`config.mk`:
```
export PLATFORM = sky130hd
export DESIGN_NAME = binary_frame_deframer
export DESIGN_NICKNAME = d
export VERILOG_FILES = /design/src/sv/bfd_pkg.sv /design/src/sv/bfd_front.sv /design/src/sv/bfd_queue.sv /design/src/sv/bfd_back.sv /design/src/sv/binary_frame_deframer.sv
export VERILOG_INCLUDE_DIRS = /design/src /design/src/sv
export SDC_FILE = /design/constraint.sdc
export NUM_CORES = 1
export LEC_CHECK = 0
export ABC_AREA = 1
export BUFFER_PORTS_ARGS = -buffer_cell sky130_fd_sc_hd__buf_4
export CAP_MARGIN = 0
export CORE_ASPECT_RATIO = 0.6
export CORE_MARGIN = 2
export CORE_UTILIZATION = 31
export CTS_BUF_LIST = sky130_fd_sc_hd__clkbuf_8
export DETAILED_ROUTE_END_ITERATION = 16
export PLACE_DENSITY = 0.48
export RECOVER_POWER = 100
export SLEW_MARGIN = 5
export SYNTH_ARGS = -nofsm -noshare
export SYNTH_HDL_FRONTEND = slang
export SYNTH_HIERARCHICAL = 1
export SYNTH_SLANG_ARGS = --single-unit
```
`constraint.sdc`:
```
create_clock -name clock -period 10.12 [get_ports clock]
set_input_delay 1.518 -clock clock [delete_from_list [all_inputs] [get_ports clock]]
set_output_delay 1.518 -clock clock [all_outputs]
set_load 0.005 [all_outputs]
```
`src/sv/assert_macros.svh`:
```
// Assertion macros for the deframer RTL; the queue uses them.
`ifndef ASSERT_MACROS_SVH
`define ASSERT_MACROS_SVH
`ifndef ASSERT_OFF
`define BFD_ASSERT(lbl, clk, rst, prop) \
   lbl: assert property (@(posedge clk) disable iff (rst) prop) \
      else $error("assertion failed");
`define BFD_ASSERT_NEVER(lbl, clk, rst, expr) \
   lbl: assert property (@(posedge clk) disable iff (rst) !(expr)) \
      else $error("forbidden condition seen");
`else
`define BFD_ASSERT(lbl, clk, rst, prop)
`define BFD_ASSERT_NEVER(lbl, clk, rst, expr)
`endif
`endif

```
`src/sv/bfd_pkg.sv`:
```
// Types and constants of the binary frame deframer.
package bfd_pkg;

   localparam int HeaderBytes       = 24;
   localparam int LengthCountBits   = 28;
   localparam int PayloadLengthBits = 28;
   localparam int VersionBits       = 16;
   localparam int CsrIndexBits      = 2;
   localparam int CsrDataBits       = 28;
   localparam int QueueDepth        = 4;
   localparam int QueuePtrBits      = $clog2(QueueDepth);
   localparam int QueueCountBits    = $clog2(QueueDepth + 1);
   localparam int RspDataBits       = 120;

   localparam logic [31:0] CountMask = 32'((64'd1 << LengthCountBits) - 64'd1);
   localparam logic [VersionBits-1:0] VersionReset = 16'd1;
   localparam logic [CsrDataBits-1:0] LimitReset = 28'd134217728;

   localparam logic [CsrIndexBits-1:0] CSR_EXPECTED_VERSION = 2'd0;
   localparam logic [CsrIndexBits-1:0] CSR_PAYLOAD_LIMIT    = 2'd1;

   localparam logic [7:0] MagicBytes [4] = '{8'h50, 8'h57, 8'h46, 8'h31};

   typedef enum logic [1:0] {
      KIND_HEADER  = 2'd0,
      KIND_PAYLOAD = 2'd1,
      KIND_STATUS  = 2'd2
   } item_kind_type;

   typedef enum logic [2:0] {
      ST_OK          = 3'd0,
      ST_HDR_TRUNC   = 3'd1,
      ST_BAD_MAGIC   = 3'd2,
      ST_BAD_VERSION = 3'd3,
      ST_TOO_LARGE   = 3'd4,
      ST_PAY_TRUNC   = 3'd5,
      ST_TRAILING    = 3'd6
   } status_type;

   typedef struct packed {
      logic [15:0]                  msg_type;
      logic [31:0]                  req_ident;
      logic [31:0]                  frame_flags;
      logic [PayloadLengthBits-1:0] payload_length;
   } header_fields_type;

   // one queue entry holds all beats that a single input byte produces
   typedef struct packed {
      item_kind_type     first_kind;
      logic              add_status;
      logic [7:0]        data_byte;
      status_type        status;
      header_fields_type header;
   } queue_entry_type;

endpackage

```
`src/sv/bfd_front.sv`:
```
// Front end: header parse, payload count and status classification.
module bfd_front
   import bfd_pkg::*;
(
   input  logic                    clock,
   input  logic                    reset,
   input  logic                    accept,
   input  logic [7:0]              data_byte,
   input  logic                    end_of_frame,
   input  logic                    csr_we,
   input  logic [CsrIndexBits-1:0] csr_index,
   input  logic [CsrDataBits-1:0]  csr_wdata,
   output logic                    push,
   output queue_entry_type         entry
);

   logic [4:0]                   hdr_pos_ff, hdr_pos_in;
   logic                         magic_ff, magic_in;
   logic [15:0]                  version_ff, version_in;
   logic [15:0]                  type_ff, type_in;
   logic [31:0]                  request_ff, request_in;
   logic [31:0]                  flags_ff, flags_in;
   logic [31:0]                  length_ff, length_in;
   logic [LengthCountBits-1:0]   left_ff, left_in;
   status_type                   sticky_ff, sticky_in;
   logic [VersionBits-1:0]       exp_version_ff;
   logic [CsrDataBits-1:0]       limit_ff;

   always_comb begin
      hdr_pos_in = hdr_pos_ff;
      magic_in   = magic_ff;
      version_in = version_ff;
      type_in    = type_ff;
      request_in = request_ff;
      flags_in   = flags_ff;
      length_in  = length_ff;
      left_in    = left_ff;
      sticky_in  = sticky_ff;
      push       = 1'b0;
      entry.first_kind = KIND_STATUS;
      entry.add_status = 1'b0;
      entry.data_byte  = data_byte;
      entry.status     = ST_OK;
      entry.header.msg_type       = type_ff;
      entry.header.req_ident      = request_ff;
      entry.header.frame_flags    = flags_ff;
      entry.header.payload_length = length_ff[PayloadLengthBits-1:0];
      if (accept) begin
         if (sticky_ff != ST_OK) begin
            // dropping until end of frame
         end else if (hdr_pos_ff < 5'(HeaderBytes)) begin
            if (hdr_pos_ff < 5'd4) begin
               if (data_byte != MagicBytes[hdr_pos_ff[1:0]]) begin
                  magic_in = 1'b0;
               end
            end else if (hdr_pos_ff inside {[5'd4:5'd5]}) begin
               version_in = {data_byte, version_ff[15:8]};
            end else if (hdr_pos_ff inside {[5'd6:5'd7]}) begin
               type_in = {data_byte, type_ff[15:8]};
            end else if (hdr_pos_ff inside {[5'd8:5'd11]}) begin
               request_in = {data_byte, request_ff[31:8]};
            end else if (hdr_pos_ff inside {[5'd12:5'd15]}) begin
               flags_in = {data_byte, flags_ff[31:8]};
            end else if (hdr_pos_ff inside {[5'd16:5'd19]}) begin
               length_in = {data_byte, length_ff[31:8]};
            end
            hdr_pos_in = hdr_pos_ff + 5'd1;
            if (hdr_pos_ff == 5'(HeaderBytes - 1)) begin
               if (!magic_ff) begin
                  sticky_in = ST_BAD_MAGIC;
               end else if (version_ff != exp_version_ff) begin
                  sticky_in = ST_BAD_VERSION;
               end else if (length_ff > 32'(limit_ff) || length_ff > CountMask) begin
                  sticky_in = ST_TOO_LARGE;
               end else begin
                  push             = 1'b1;
                  entry.first_kind = KIND_HEADER;
                  left_in          = length_ff[LengthCountBits-1:0];
               end
            end else if (end_of_frame) begin
               sticky_in = ST_HDR_TRUNC;
            end
         end else if (left_ff != '0) begin
            push             = 1'b1;
            entry.first_kind = KIND_PAYLOAD;
            left_in          = left_ff - LengthCountBits'(1);
         end else begin
            sticky_in = ST_TRAILING;
         end
         if (end_of_frame) begin
            if (sticky_in != ST_OK) begin
               entry.status = sticky_in;
            end else if (left_in != '0) begin
               entry.status = ST_PAY_TRUNC;
            end else begin
               entry.status = ST_OK;
            end
            if (push) begin
               entry.add_status = 1'b1;
            end else begin
               entry.first_kind = KIND_STATUS;
            end
            push       = 1'b1;
            hdr_pos_in = 5'd0;
            magic_in   = 1'b1;
            left_in    = '0;
            sticky_in  = ST_OK;
         end
      end
   end

   always_ff @(posedge clock) begin
      if (reset) begin
         hdr_pos_ff     <= 5'd0;
         magic_ff       <= 1'b1;
         left_ff        <= '0;
         sticky_ff      <= ST_OK;
         exp_version_ff <= VersionReset;
         limit_ff       <= LimitReset;
      end else begin
         hdr_pos_ff <= hdr_pos_in;
         magic_ff   <= magic_in;
         left_ff    <= left_in;
         sticky_ff  <= sticky_in;
         if (csr_we && csr_index == CSR_EXPECTED_VERSION) begin
            exp_version_ff <= csr_wdata[VersionBits-1:0];
         end
         if (csr_we && csr_index == CSR_PAYLOAD_LIMIT) begin
            limit_ff <= csr_wdata;
         end
      end
   end

   always_ff @(posedge clock) begin
      version_ff <= version_in;
      type_ff    <= type_in;
      request_ff <= request_in;
      flags_ff   <= flags_in;
      length_ff  <= length_in;
   end

endmodule

```
`src/sv/bfd_queue.sv`:
```
// Short queue of classified entries between front and back end.
`include "assert_macros.svh"
module bfd_queue
   import bfd_pkg::*;
(
   input  logic            clock,
   input  logic            reset,
   input  logic            push,
   input  queue_entry_type push_entry,
   input  logic            pop,
   output queue_entry_type head,
   output logic            empty,
   output logic            full
);

   queue_entry_type            mem_ff [QueueDepth];
   logic [QueuePtrBits-1:0]    wr_ptr_ff, wr_ptr_in;
   logic [QueuePtrBits-1:0]    rd_ptr_ff, rd_ptr_in;
   logic [QueueCountBits-1:0]  count_ff, count_in;

   assign empty = (count_ff == '0);
   assign full  = (count_ff == QueueCountBits'(QueueDepth));
   assign head  = mem_ff[rd_ptr_ff];

   always_comb begin
      wr_ptr_in = wr_ptr_ff;
      rd_ptr_in = rd_ptr_ff;
      count_in  = count_ff;
      if (push) begin
         wr_ptr_in = (wr_ptr_ff == QueuePtrBits'(QueueDepth - 1)) ? '0
                   : wr_ptr_ff + QueuePtrBits'(1);
      end
      if (pop) begin
         rd_ptr_in = (rd_ptr_ff == QueuePtrBits'(QueueDepth - 1)) ? '0
                   : rd_ptr_ff + QueuePtrBits'(1);
      end
      if (push && !pop) begin
         count_in = count_ff + QueueCountBits'(1);
      end else if (pop && !push) begin
         count_in = count_ff - QueueCountBits'(1);
      end
   end

   always_ff @(posedge clock) begin
      if (reset) begin
         wr_ptr_ff <= '0;
         rd_ptr_ff <= '0;
         count_ff  <= '0;
      end else begin
         wr_ptr_ff <= wr_ptr_in;
         rd_ptr_ff <= rd_ptr_in;
         count_ff  <= count_in;
      end
   end

   always_ff @(posedge clock) begin
      if (push) begin
         mem_ff[wr_ptr_ff] <= push_entry;
      end
   end

   `BFD_ASSERT_NEVER(a_no_push_full, clock, reset, push && full)
   `BFD_ASSERT_NEVER(a_no_pop_empty, clock, reset, pop && empty)
   `BFD_ASSERT(a_count_up, clock, reset, push && !pop |=> count_ff > $past(count_ff))
   `BFD_ASSERT_NEVER(a_count_range, clock, reset, count_ff > QueueCountBits'(QueueDepth))

endmodule

```
`src/sv/bfd_back.sv`:
```
// Back end: expands queue entries into result beats behind an output register.
module bfd_back
   import bfd_pkg::*;
(
   input  logic                   clock,
   input  logic                   reset,
   input  queue_entry_type        head,
   input  logic                   empty,
   output logic                   pop,
   output logic                   rsp_tvalid,
   input  logic                   rsp_tready,
   output logic [RspDataBits-1:0] rsp_tdata,
   output logic [1:0]             rsp_tuser,
   output logic                   rsp_tlast
);

   logic                   valid_ff, valid_in;
   logic                   phase_ff, phase_in;
   logic [RspDataBits-1:0] data_ff, data_in;
   item_kind_type          kind_ff, kind_in;
   logic                   last_ff, last_in;
   logic                   load;
   header_fields_type      hdr;
   logic [7:0]             pbyte;
   status_type             st;

   assign load = !empty && (!valid_ff || rsp_tready);

   always_comb begin
      kind_in = phase_ff ? KIND_STATUS : head.first_kind;
      last_in = phase_ff || !head.add_status;
      hdr     = '0;
      pbyte   = 8'd0;
      st      = ST_OK;
      case (kind_in)
         KIND_HEADER:  hdr   = head.header;
         KIND_PAYLOAD: pbyte = head.data_byte;
         KIND_STATUS:  st    = head.status;
         default:      st    = ST_OK;
      endcase
      data_in = {1'b0, st, pbyte, hdr.payload_length, hdr.frame_flags,
                 hdr.req_ident, hdr.msg_type};
      pop      = load && last_in;
      phase_in = phase_ff;
      valid_in = valid_ff;
      if (load) begin
         phase_in = !last_in;
         valid_in = 1'b1;
      end else if (rsp_tready) begin
         valid_in = 1'b0;
      end
   end

   always_ff @(posedge clock) begin
      if (reset) begin
         valid_ff <= 1'b0;
         phase_ff <= 1'b0;
      end else begin
         valid_ff <= valid_in;
         phase_ff <= phase_in;
      end
   end

   always_ff @(posedge clock) begin
      if (load) begin
         data_ff <= data_in;
         kind_ff <= kind_in;
         last_ff <= last_in;
      end
   end

   assign rsp_tvalid = valid_ff;
   assign rsp_tdata  = data_ff;
   assign rsp_tuser  = kind_ff;
   assign rsp_tlast  = last_ff;

endmodule

```
`src/sv/binary_frame_deframer.sv`:
```
// Binary frame deframer top level.
// Takes one byte beat per cycle while the queue is not full; each result beat passes
// the queue and the output register. Bytes at the header end or frame end may yield two
// beats, output one per cycle while the sink is ready, so the 4-entry queue between
// parser and output stage absorbs them. Synchronous active-high reset clears frame
// state and loads version 1 and payload limit 2^27; no clearing pass is needed.
module binary_frame_deframer
   import bfd_pkg::*;
(
   input  logic                    clock,
   input  logic                    reset,
   input  logic                    req_tvalid,
   output logic                    req_tready,
   input  logic [7:0]              req_tdata,  // data_byte[7:0]
   input  logic                    req_tlast,
   output logic                    rsp_tvalid,
   input  logic                    rsp_tready,
   // msg_type[15:0], req_ident[47:16], frame_flags[79:48],
   // payload_length[107:80], payload_byte[115:108], status[118:116], pad[119]
   output logic [RspDataBits-1:0]  rsp_tdata,
   output logic [1:0]              rsp_tuser,  // item_kind[1:0]
   output logic                    rsp_tlast,
   input  logic                    csr_we,
   input  logic [CsrIndexBits-1:0] csr_index,
   input  logic [CsrDataBits-1:0]  csr_wdata
);

   logic            accept;
   logic            push;
   logic            pop;
   logic            empty;
   logic            full;
   queue_entry_type push_entry;
   queue_entry_type head;

   assign req_tready = !full;
   assign accept     = req_tvalid && req_tready;

   bfd_front u_front (
      .clock        (clock),
      .reset        (reset),
      .accept       (accept),
      .data_byte    (req_tdata),
      .end_of_frame (req_tlast),
      .csr_we       (csr_we),
      .csr_index    (csr_index),
      .csr_wdata    (csr_wdata),
      .push         (push),
      .entry        (push_entry)
   );

   bfd_queue u_queue (
      .clock      (clock),
      .reset      (reset),
      .push       (push),
      .push_entry (push_entry),
      .pop        (pop),
      .head       (head),
      .empty      (empty),
      .full       (full)
   );

   bfd_back u_back (
      .clock      (clock),
      .reset      (reset),
      .head       (head),
      .empty      (empty),
      .pop        (pop),
      .rsp_tvalid (rsp_tvalid),
      .rsp_tready (rsp_tready),
      .rsp_tdata  (rsp_tdata),
      .rsp_tuser  (rsp_tuser),
      .rsp_tlast  (rsp_tlast)
   );

endmodule

```
## Word level (Yosys, flattened, before mapping)

Memory sizes are Yosys's and may differ from the RTL's. A register that Yosys moved wholly into a read port is not among the register bits.
Index checks and enable logic that the tools add are counted.

| operators by class | value |
|---|---|
| add/sub/neg operators | 6 |
| order comparisons | 15 |
| equal/unequal tests | 10 |
| muxes and demuxes | 66 |
| bitwise gates (word level) | 7 |
| reduce and logical (&&, ||, !) cells | 41 |

Operators with widths:

| operator | count |
|---|---|
| $mux 28 | 9 |
| $reduce_bool 28->1 | 2 |
| $mux 3 | 18 |
| $gt 32x28->1 | 1 |
| $gt 32x28->1 const B | 1 |
| $sub 28x1->28 const B | 1 |
| $mux 2 | 13 |
| $mux 1 | 20 |
| $bmux 8 s2 | 1 |
| $mux 8 | 2 |
| $ne 16x16->1 | 1 |
| $mux 5 | 3 |
| $logic_and 1x1->1 | 12 |
| $ge 5x3->1 const B | 2 |
| $ge 5x4->1 const B | 2 |
| $le 5x3->1 const B | 2 |
| $le 5x4->1 const B | 2 |
| $reduce_and 5->1 | 2 |
| $reduce_bool 2->1 | 5 |
| $reduce_and 9->1 | 1 |
| $ne 8x8->1 | 1 |
| $reduce_and 8->1 | 1 |
| $logic_not 1->1 | 7 |
| $reduce_and 7->1 | 1 |
| 22 further kinds | 35 |

| storage, ports and cells | value |
|---|---|
| flip-flop bits (word level) | 340 |
| RAM bits | 488 |
| output and inout port bits | 125 |
| logic and storage cells | 167 |
| memories kept | 1 |

Memory list:

| memory | words | bits a word | rd ports | clocked after memory_dff | write ports | RTL line | RTL |
|---|---|---|---|---|---|---|---|
| u_queue.mem_ff | 4 | 122 | 1 | 1 | 1 | bfd_queue.sv:16 | `queue_entry_type mem_ff [QueueDepth];` |

## Logic depth before layout (Yosys ltp)

Gate-level depths: netlist of the first run.

| depth | value |
|---|---|
| depth after elaboration | 15 |
| gate-level depth with buffers | 28 |
| depth with buffers taken out | 27 |

## Cells and area by module

Netlist of the first run, hierarchy kept.

Modules (own cells, without submodules):

| module | instances | cells each | area an instance (um^2) |
|---|---|---|---|
| bfd_queue | 1 | 1238 | 18484.0 |
| bfd_front | 1 | 1173 | 10343.7 |
| bfd_back | 1 | 396 | 4820.9 |
| binary_frame_deframer | 1 | 3 | 13.8 |

## Worst setup path after synthesis of the first run

OpenSTA, ideal clock, no wires.

| timing path | value |
|---|---|
| path kind | input-to-reg |
| start point | input port req_tvalid |
| end point | memory u_queue/mem_ff[0][0] in the netlist's numbering (enable) |
| setup time | 0.475 ns |
| data arrival time | 4.872 ns |
| required time | 9.645 ns |
| setup slack | 4.772 ns |
| stages on the path | 9 |
| cell sequence | inv_1 > nor2_2 > inv_1 > clkbuf_1 > nor2_1 > o21ai_0 > nand2_1 > nand2_1 > inv_1 |

| on the way | value |
|---|---|
| word-level cells in the longest chain between the ends | 4 |

RTL lines:

| what | RTL line | RTL |
|---|---|---|
| start: declaration | binary_frame_deframer.sv:12 | `input logic req_tvalid,` |
| $logic_and 1x1->1 | binary_frame_deframer.sv:37 | `assign accept = req_tvalid && req_tready;` |
| named net accept | binary_frame_deframer.sv:28 | `logic accept;` |
| $mux 1 | bfd_front.sv:48 | `if (accept) begin` |
| named net push | binary_frame_deframer.sv:29 | `logic push;` |
| $mux 1 | bfd_queue.sv:57 | `if (push) begin` |
| $mux 1 (not written as such) | bfd_queue.sv:58 | `mem_ff[wr_ptr_ff] <= push_entry;` |
| end: declaration | bfd_queue.sv:16 |  |

The timed path passes the listed nets, and every way through them passes these cells.

## Worst setup path in the final report of the first run

| timing path | value |
|---|---|
| start point | register u_front.hdr_pos_ff[1] |
| end point | memory u_queue/mem_ff[0][13] in the netlist's numbering (enable) |

| on the way | value |
|---|---|
| word-level cells in the longest chain between the ends | 9 |
| elaborated cells between the ends (all ways) | 10 |
| those cells by class | order compare (1); eq/ne (1); mux (8) |

RTL lines:

| what | RTL line | RTL |
|---|---|---|
| start: declaration | bfd_front.sv:17 | `logic [4:0] hdr_pos_ff, hdr_pos_in;` |
| start signal: assignment | bfd_front.sv:121 | `hdr_pos_ff <= hdr_pos_in;` |
| parallel branches: the longest is 2 deep, another holds $lt 5x5->1 | -- |  |
| $mux 1 (*) | bfd_front.sv:51 | `end else if (hdr_pos_ff < 5'(HeaderBytes)) begin` |
| $mux 1 (*) | bfd_front.sv:49 | `if (sticky_ff != ST_OK) begin` |
| $mux 1 (*) | bfd_front.sv:48 |  |
| $mux 1 (*) | bfd_front.sv:90 | `if (end_of_frame) begin` |
| $mux 1 (*) | bfd_front.sv:48 |  |
| named net push | binary_frame_deframer.sv:29 |  |
| $mux 1 (*) | bfd_queue.sv:57 |  |
| $mux 1 (not written as such) (*) | bfd_queue.sv:58 |  |

Mark *: on every way through the listed nets, which the timed path passes. The select of a mux whose other input is x is not followed.

==> metrics.txt, run 1 <==
cell area after layout=0.0382 mm2; Comb power frac=24.1%; num ports=169; Synth-to-Final Area Change=13.4%; crit-path cells=ha_1, nand2_1, inv_1, nand2_1, inv_1, nand2_2, nor2_1, nand2_1, inv_1, o21ai_0, nand2_1, nand2_1, inv_6, buf_4; number of synthesized flops with an enable pin=around 740; Seq pwr share=approximately 46%; Layout Nets=3058; H-tree Lvls=4; Setup Skew=~50 ps; number of global-route vias before repair=around 20k; nature of the critical path endpoint=flip-flop; via/cell ratio=between 4 and 5; Critical Path RT=~11000 ps; Die X=between 400 and 500 um; Synth Register Bits=830; multi-input logic area=~0.0076 mm2; pin count of the biggest net entering global routing=95; sequential element share of the synthesized area=between 70% and 80%; cts bufs inserted=134; Total GRT Usage=around 16%; fraction of layout cells with a size suffix above 1=between 10 and 15%; # hold bufs at CTS=0; final slew viol count=434; Final period util=a little under three quarters; via count=21.3k; # resized after CTS=0; CP most frequent cell=nand2_1; Sequential cell area=approximately 0.024 mm2; Synth top area share=between 60% and 70%; Min-Delay Path Class=flip-flop to flip-flop; post-CTS setup repair buffer count=0; total power=9.45 mW; Die Area=0.111 mm2; crit start category=flip-flop; Post-synth top flop=edfxtp_1; cell-internal power=between 6 and 7 mW; final setup vio count=0; sw frac=around a third; # Max-Cap Violations=11; Port Buffer Count=between 150 and 200; drt wl/cell=20.5 um; syn_nets=just under 3k; violated checks=capacitance limit, slew limit; starting density of the core=31.3%; HPWL Detailed=~56000 um; RSZ-0062 raised after global routing=false; final hold violation count=0; Die H=about 260 um; leakage power=14.1 nW; Post-Route WL=slightly above 90000 um; CTS Root Cell=clkbuf_8; Net Sw Power=3.16 mW; Peak VDD IR=roughly 0.16 mV; Worst Max-Slew Pin Slew=about 4000 ps; Synth Warn #=6; most common cell in the synthesized netlist=edfxtp_1; Clock Latency Late Sink=~830 ps; Max stage delay on crit path=roughly 1600 ps; total gr overflow=0; Site Rows=93; hold slack final=roughly 460 ps; Placer Congestion=between 0.9 and 1; Netlist Area Pre-Place=between 0.03 and 0.04 mm2; f_max=139 MHz; final worst path period need=~7200 ps; First-pass DRT Iterations=5; max_slew headroom=-171%; Synth area leaders=edfxtp_1 (66%), nor2_1 (5.5%), dfxtp_1 (5.5%); Synth cell types=between 40 and 50; CTS tree=done; Starting DRT DRC Count=1965; Longest Clk Path Bufs=3; Power Dens Cells=approximately 250 mW/mm2; status=finished, violations left; DP Area=roughly 0.036 mm2; ys async rst share=0%; slowest CP cell=nor2_1; CTS clk-pin slew, worst paths=around 60 ps; Synth Instances=roughly 2.8k; number of antenna violations at the first check in global routing=8; Critical Path Fanout Max=64; syn avg cell area=around 12 um2; CTS Sinks=830; Clock power frac=between 20% and 30%; post-route ant nets=0; critical path buffer and inverter count=5; cell type with the largest total area after synthesis=edfxtp_1; Arrival @ worst endpoint=7640 ps; core area=0.108 mm2; fill count=10.7k; top cells by count, synth=edfxtp_1 (738), nor2_1 (495), o21ai_0 (275); first-pass GRT wire length=136000 um; Top Family by Delay on Critical Path=simple AND/OR/NAND/NOR gates; WS Path Type=flip-flop to flip-flop; DRC=0; Fin Setup TNS=0 ps
==> layout by cell type (no fill, tap or decap), types with 3 or more instances in the layout <==
master      synthesis  final
a41oi_1             3      3
inv_2               7      5
nand4_1            13     13
inv_6               1      9
edfxtp_1          738    738
bufinv_16           0      4
clkinv_2            0     10
clkinvlp_4          0      4
clkinv_8            0      3
o21ai_0           275    275
clkinv_1            0     21
nor2_2             29     10
inv_1             260    304
nand3b_1           14     14
clkbuf_8            0    138
xor2_1             15     15
nand2_2             8      6
nand2_1           239    241
clkbuf_1           60     55
a21oi_1            93     94
o22ai_1           125    125
a2bb2oi_1           4      4
ha_1               41     41
o211ai_1            3      3
xnor2_1            16     16
nor3_1              8      8
dfxtp_1            92     90
o31ai_1             5      5
inv_12              0      3
buf_4              49     47
nand3_1            94     94
o21ai_1            42     42
nor2_1            495    514
clkbuf_4            0     89
==> flip-flops by register name (all words and copies together), names as in the netlist, 2 cells and up, named ones only <==
| register | count |
|---|---|
| u_back/rsp_tuser | 2 |
| u_queue/count_ff | 3 |
| u_front/length_ff | 32 |
| u_front/limit_ff | 28 |
| u_queue/wr_ptr_ff | 2 |
| u_front/request_ff | 32 |
| u_front/version_ff | 16 |
| u_front/flags_ff | 32 |
| u_front/left_ff | 28 |
| u_front/hdr_pos_ff | 5 |
| u_back/rsp_tdata | 119 |
| u_queue/mem_ff | 488 |
| u_front/exp_version_ff | 16 |
| u_front/type_ff | 16 |
| u_front/sticky_ff | 3 |
| u_queue/rd_ptr_ff | 2 |
==> path summary, 6_finish.rpt <==
path	start	to	slack [ps]	depth (start not counted)
min reg2reg	u_front/length_ff[28]	u_front/length_ff[20]	460	0
max reg2reg	u_front/hdr_pos_ff[1]	u_queue/mem_ff[0][13]	2900	14
min	u_front/length_ff[28]	u_front/length_ff[20]	460	0
max	u_front/hdr_pos_ff[1]	u_queue/mem_ff[0][13]	2900	14
==> per-stage QoR <==
step	instances	util [%]	worst slack (ps)
floorplan	2810	-	4770
CTS	4498	35.8	4960
detailed placement	4261	33.4	4990
global route	4499	35.5	2270
finish	4499	35.5	2900
global placement	4261	33.4	5060
==> layout make-up <==
type,instances,share of cell area [%]
Sequential cell,830,62.9
Multi-Input combinational cell,1547,19.9
Clock buffer,138,4.98
Tap cell,1425,4.67
Timing Repair Buffer,191,3.22
Inverter,268,2.71
Clock inverter,99,1.61
Antenna cell,1,0.00656
==> worst reg2reg max path, cell delays in order, from the launching register on <==
cell	delay [ps]
dfxtp_1	470
ha_1	310
nand2_1	130
inv_1	70
nand2_1	170
inv_1	170
nand2_2	60
nor2_1	1630
nand2_1	1280
inv_1	320
o21ai_0	230
nand2_1	240
nand2_1	150
inv_6	580
buf_4	990
==> layer usage <==
metal / global-route usage, % / vias up / share of wire, % / wire length [um]
li1: - / 10100 / - / -
met1: 26.0 / 10400 / 52 / 47700
met4: 4.99 / 0 / 1.6 / 1460
met5: 0 / - / 0 / 0
met3: 4.80 / 117 / 8.3 / 7650
met2: 21.0 / 646 / 38 / 35500
==> cells by family after synthesis <==
group                    share of synthesized area, %
XOR/XNOR                                        0.807
adder cells (fa/ha/maj)                          1.58
AO/OA/AOI/OAI                                    9.15
other                                          0.0111
AND/OR/NAND/NOR                                  11.2
flip-flops                                       71.3
buffers and inverters                            5.95
==> power groups by stage <==
stage               clock network, mW  registers (mW)  logic [mW]
floorplan                           0            4.43        1.26
global placement                    0            4.44        2.41
detailed placement                  0            4.43        2.39
CTS                              2.90            4.37        2.40
global route                     3.05            4.43        2.55
finish                           2.79            4.38        2.27
Power figures use the tool's default switching activity.
==> inputs of run 2 (changes only) <==
Clock period 10.12 ns to 6.7 ns, I/O delays scaled along.
==> run 2 against run 1 <==
Against the previous run: the flow still finishes with violations (capacitance limit, slew limit); hold slack got worse by 4.1 ps; cell count increased by 0.22%; utilization increased by 0.055 points; sequential power increased by 51%; register-to-register slack got worse by 1600 ps; global-route usage increased by 0.080 points; critical path type unchanged; critical endpoint is now u_back/rsp_tdata[111]; largest cell class unchanged; largest power group unchanged.
==> metrics.txt, run 2 (synthesis gave the netlist of run 1 again) <==
Peak VDD IR=0.370 mV (+130%); Fin Setup TNS=0 ps (unchanged); Starting DRT DRC Count=2079 (+5.8%); placed cell count=4266 (+0.12%); metal3 WL=7780 um (+1.8%); # resized after CTS=0 (unchanged); DRC=0 (unchanged); Longest Clk Path Bufs=3 (unchanged); via count=21.3k (-0.019%); wire length on met1=46900 um (-1.5%); Arrival @ worst endpoint=5970 ps (-1670 ps); Post-Route WL=92800 um (+0.65%); Final period util=81.2% (+9.9 points); DR top layer=met4; fraction of layout cells with a size suffix above 1=11.8% (+0.67 points); starting density of the core=31.3% (unchanged); via/cell ratio=4.72 (-0.24%); nature of the critical path endpoint=flip-flop; fin cells=4509 (+0.22%); Die H=259 um (unchanged); # hold bufs at CTS=0 (unchanged); core area=0.108 mm2 (unchanged); max reg flops=488 (unchanged); RSZ-0062 raised after global routing=false; CTS Root Cell=clkbuf_8; Reg with most FFs=u_queue/mem_ff; Total GRT Usage=16.5% (+0.080 points); HPWL Detailed=56200 um (+1.1%); drt wl/cell=20.6 um (+0.43%); commonest non-fill, non-tap cell in the layout=edfxtp_1; commonest cells after routing, fill and taps aside=edfxtp_1 (738), nor2_1 (514), inv_1 (300), o21ai_0 (277), nand2_1 (241); Min-Delay Path Class=input port to flip-flop; final core utilization=35.5% (+0.055 points); Power Dens Cells=365 mW/mm2 (+48%); met2 WL=36400 um (+2.5%); Layout Nets=3060 (+0.065%); max_slew headroom=-80.7% (+90 points); CTS tree=done; hold path startpoint=csr_wdata[5]; Synth-to-Final Area Change=13.5%; Critical Path RT=7230 ps (-3310 ps); number of antenna violations at the first check in global routing=3 (-5); flop-to-flop setup slack=1260 ps (-1640 ps); # Max-Cap Violations=9 (-2); Critical Path Fanout Max=112 (+75%); number of global-route vias before repair=20.4k (+0.81%); WS Path Type=flip-flop to flip-flop; leakage power=14.2 nW (+0.51%); Setup Skew=35.5 ps (-13.5 ps); first-pass GRT wire length=137000 um (+0.82%); cts bufs inserted=131 (-2.2%); Die X=429 um (unchanged); status=finished, violations left; Site Rows=93 (unchanged); Sequential cell area=0.0240 mm2 (about the same); final worst path period need=5440 ps (-1780 ps); final setup vio count=0 (unchanged); CTS clk-pin slew, worst paths=70 ps (about the same); final slew viol count=452 (+4.1%); multi-input logic area=0.00759 mm2 (about the same); Clock Latency Late Sink=810 ps (-20 ps); H-tree Lvls=4 (unchanged); num ports=169 (unchanged); violated checks=capacitance limit, slew limit; post-CTS setup repair buffer count=0 (unchanged); post-route ant nets=0 (unchanged); f_max=184 MHz (+33%); fill count=10.7k (+0.22%); pin count of the biggest net entering global routing=223 (+130%); final hold violation count=0 (unchanged); crit start category=flip-flop; First-pass DRT Iterations=5 (unchanged); Die Area=0.111 mm2 (unchanged); Port Buffer Count=167 (unchanged); Placer Congestion=0.908 (+0.65%); Worst Max-Slew Pin Slew=2710 ps (-1350 ps); CTS Sinks=830 (unchanged); total gr overflow=0 (unchanged)
run 2: path summary, 6_finish.rpt:
check	endpoint	cells past startpoint
setup / recovery	u_back/rsp_tdata[111]	6
hold / removal	u_front/exp_version_ff[5]	3
setup reg to reg	u_back/rsp_tdata[111]	6
hold reg to reg	u_front/length_ff[22]	0
run 2: metrics by stage:
step	total power [mW]	worst slack (ps)	hold slack, ps	area, um2
global route	14.8	788	419	38200
global placement	10.2	2080	443	36100
detailed placement	10.1	2040	444	36100
floorplan	8.60	1800	427	33700
finish	14.0	1260	454	38200
CTS	14.3	2030	375	38500
run 2: metal layers:
| layer | vias up | GRT usage (%) |
|---|---|---|
| li1 | 10100 | - |
| met3 | 118 | 5.23 |
| met5 | - | 0 |
| met4 | 0 | 5.13 |
| met1 | 10400 | 25.4 |
| met2 | 627 | 21.5 |
run 2: layout make-up:
class	count	area share, %
Tap cell	1425	4.66
Clock inverter	94	1.25
Antenna cell	8	0.0524
Multi-Input combinational cell	1547	19.9
Clock buffer	141	5.08
Timing Repair Buffer	196	3.59
Inverter	268	2.70
Sequential cell	830	62.8
run 2: critical path, cell delays in order, from the launching register on:
cell and delay (ps):
dfxtp_1 1030, clkinvlp_4 1930, o21ai_0 700, o22ai_1 280, nor2_1 310, nand2_1 360
nor2_1 520
run 2: report_power, final:
part           leakage [nW]  switching, mW  internal [mW]  total, mW
sequential             7.56          0.253           6.37       6.62
combinational          5.18           2.24           1.01       3.25
clock                  1.42           2.06           2.03       4.09
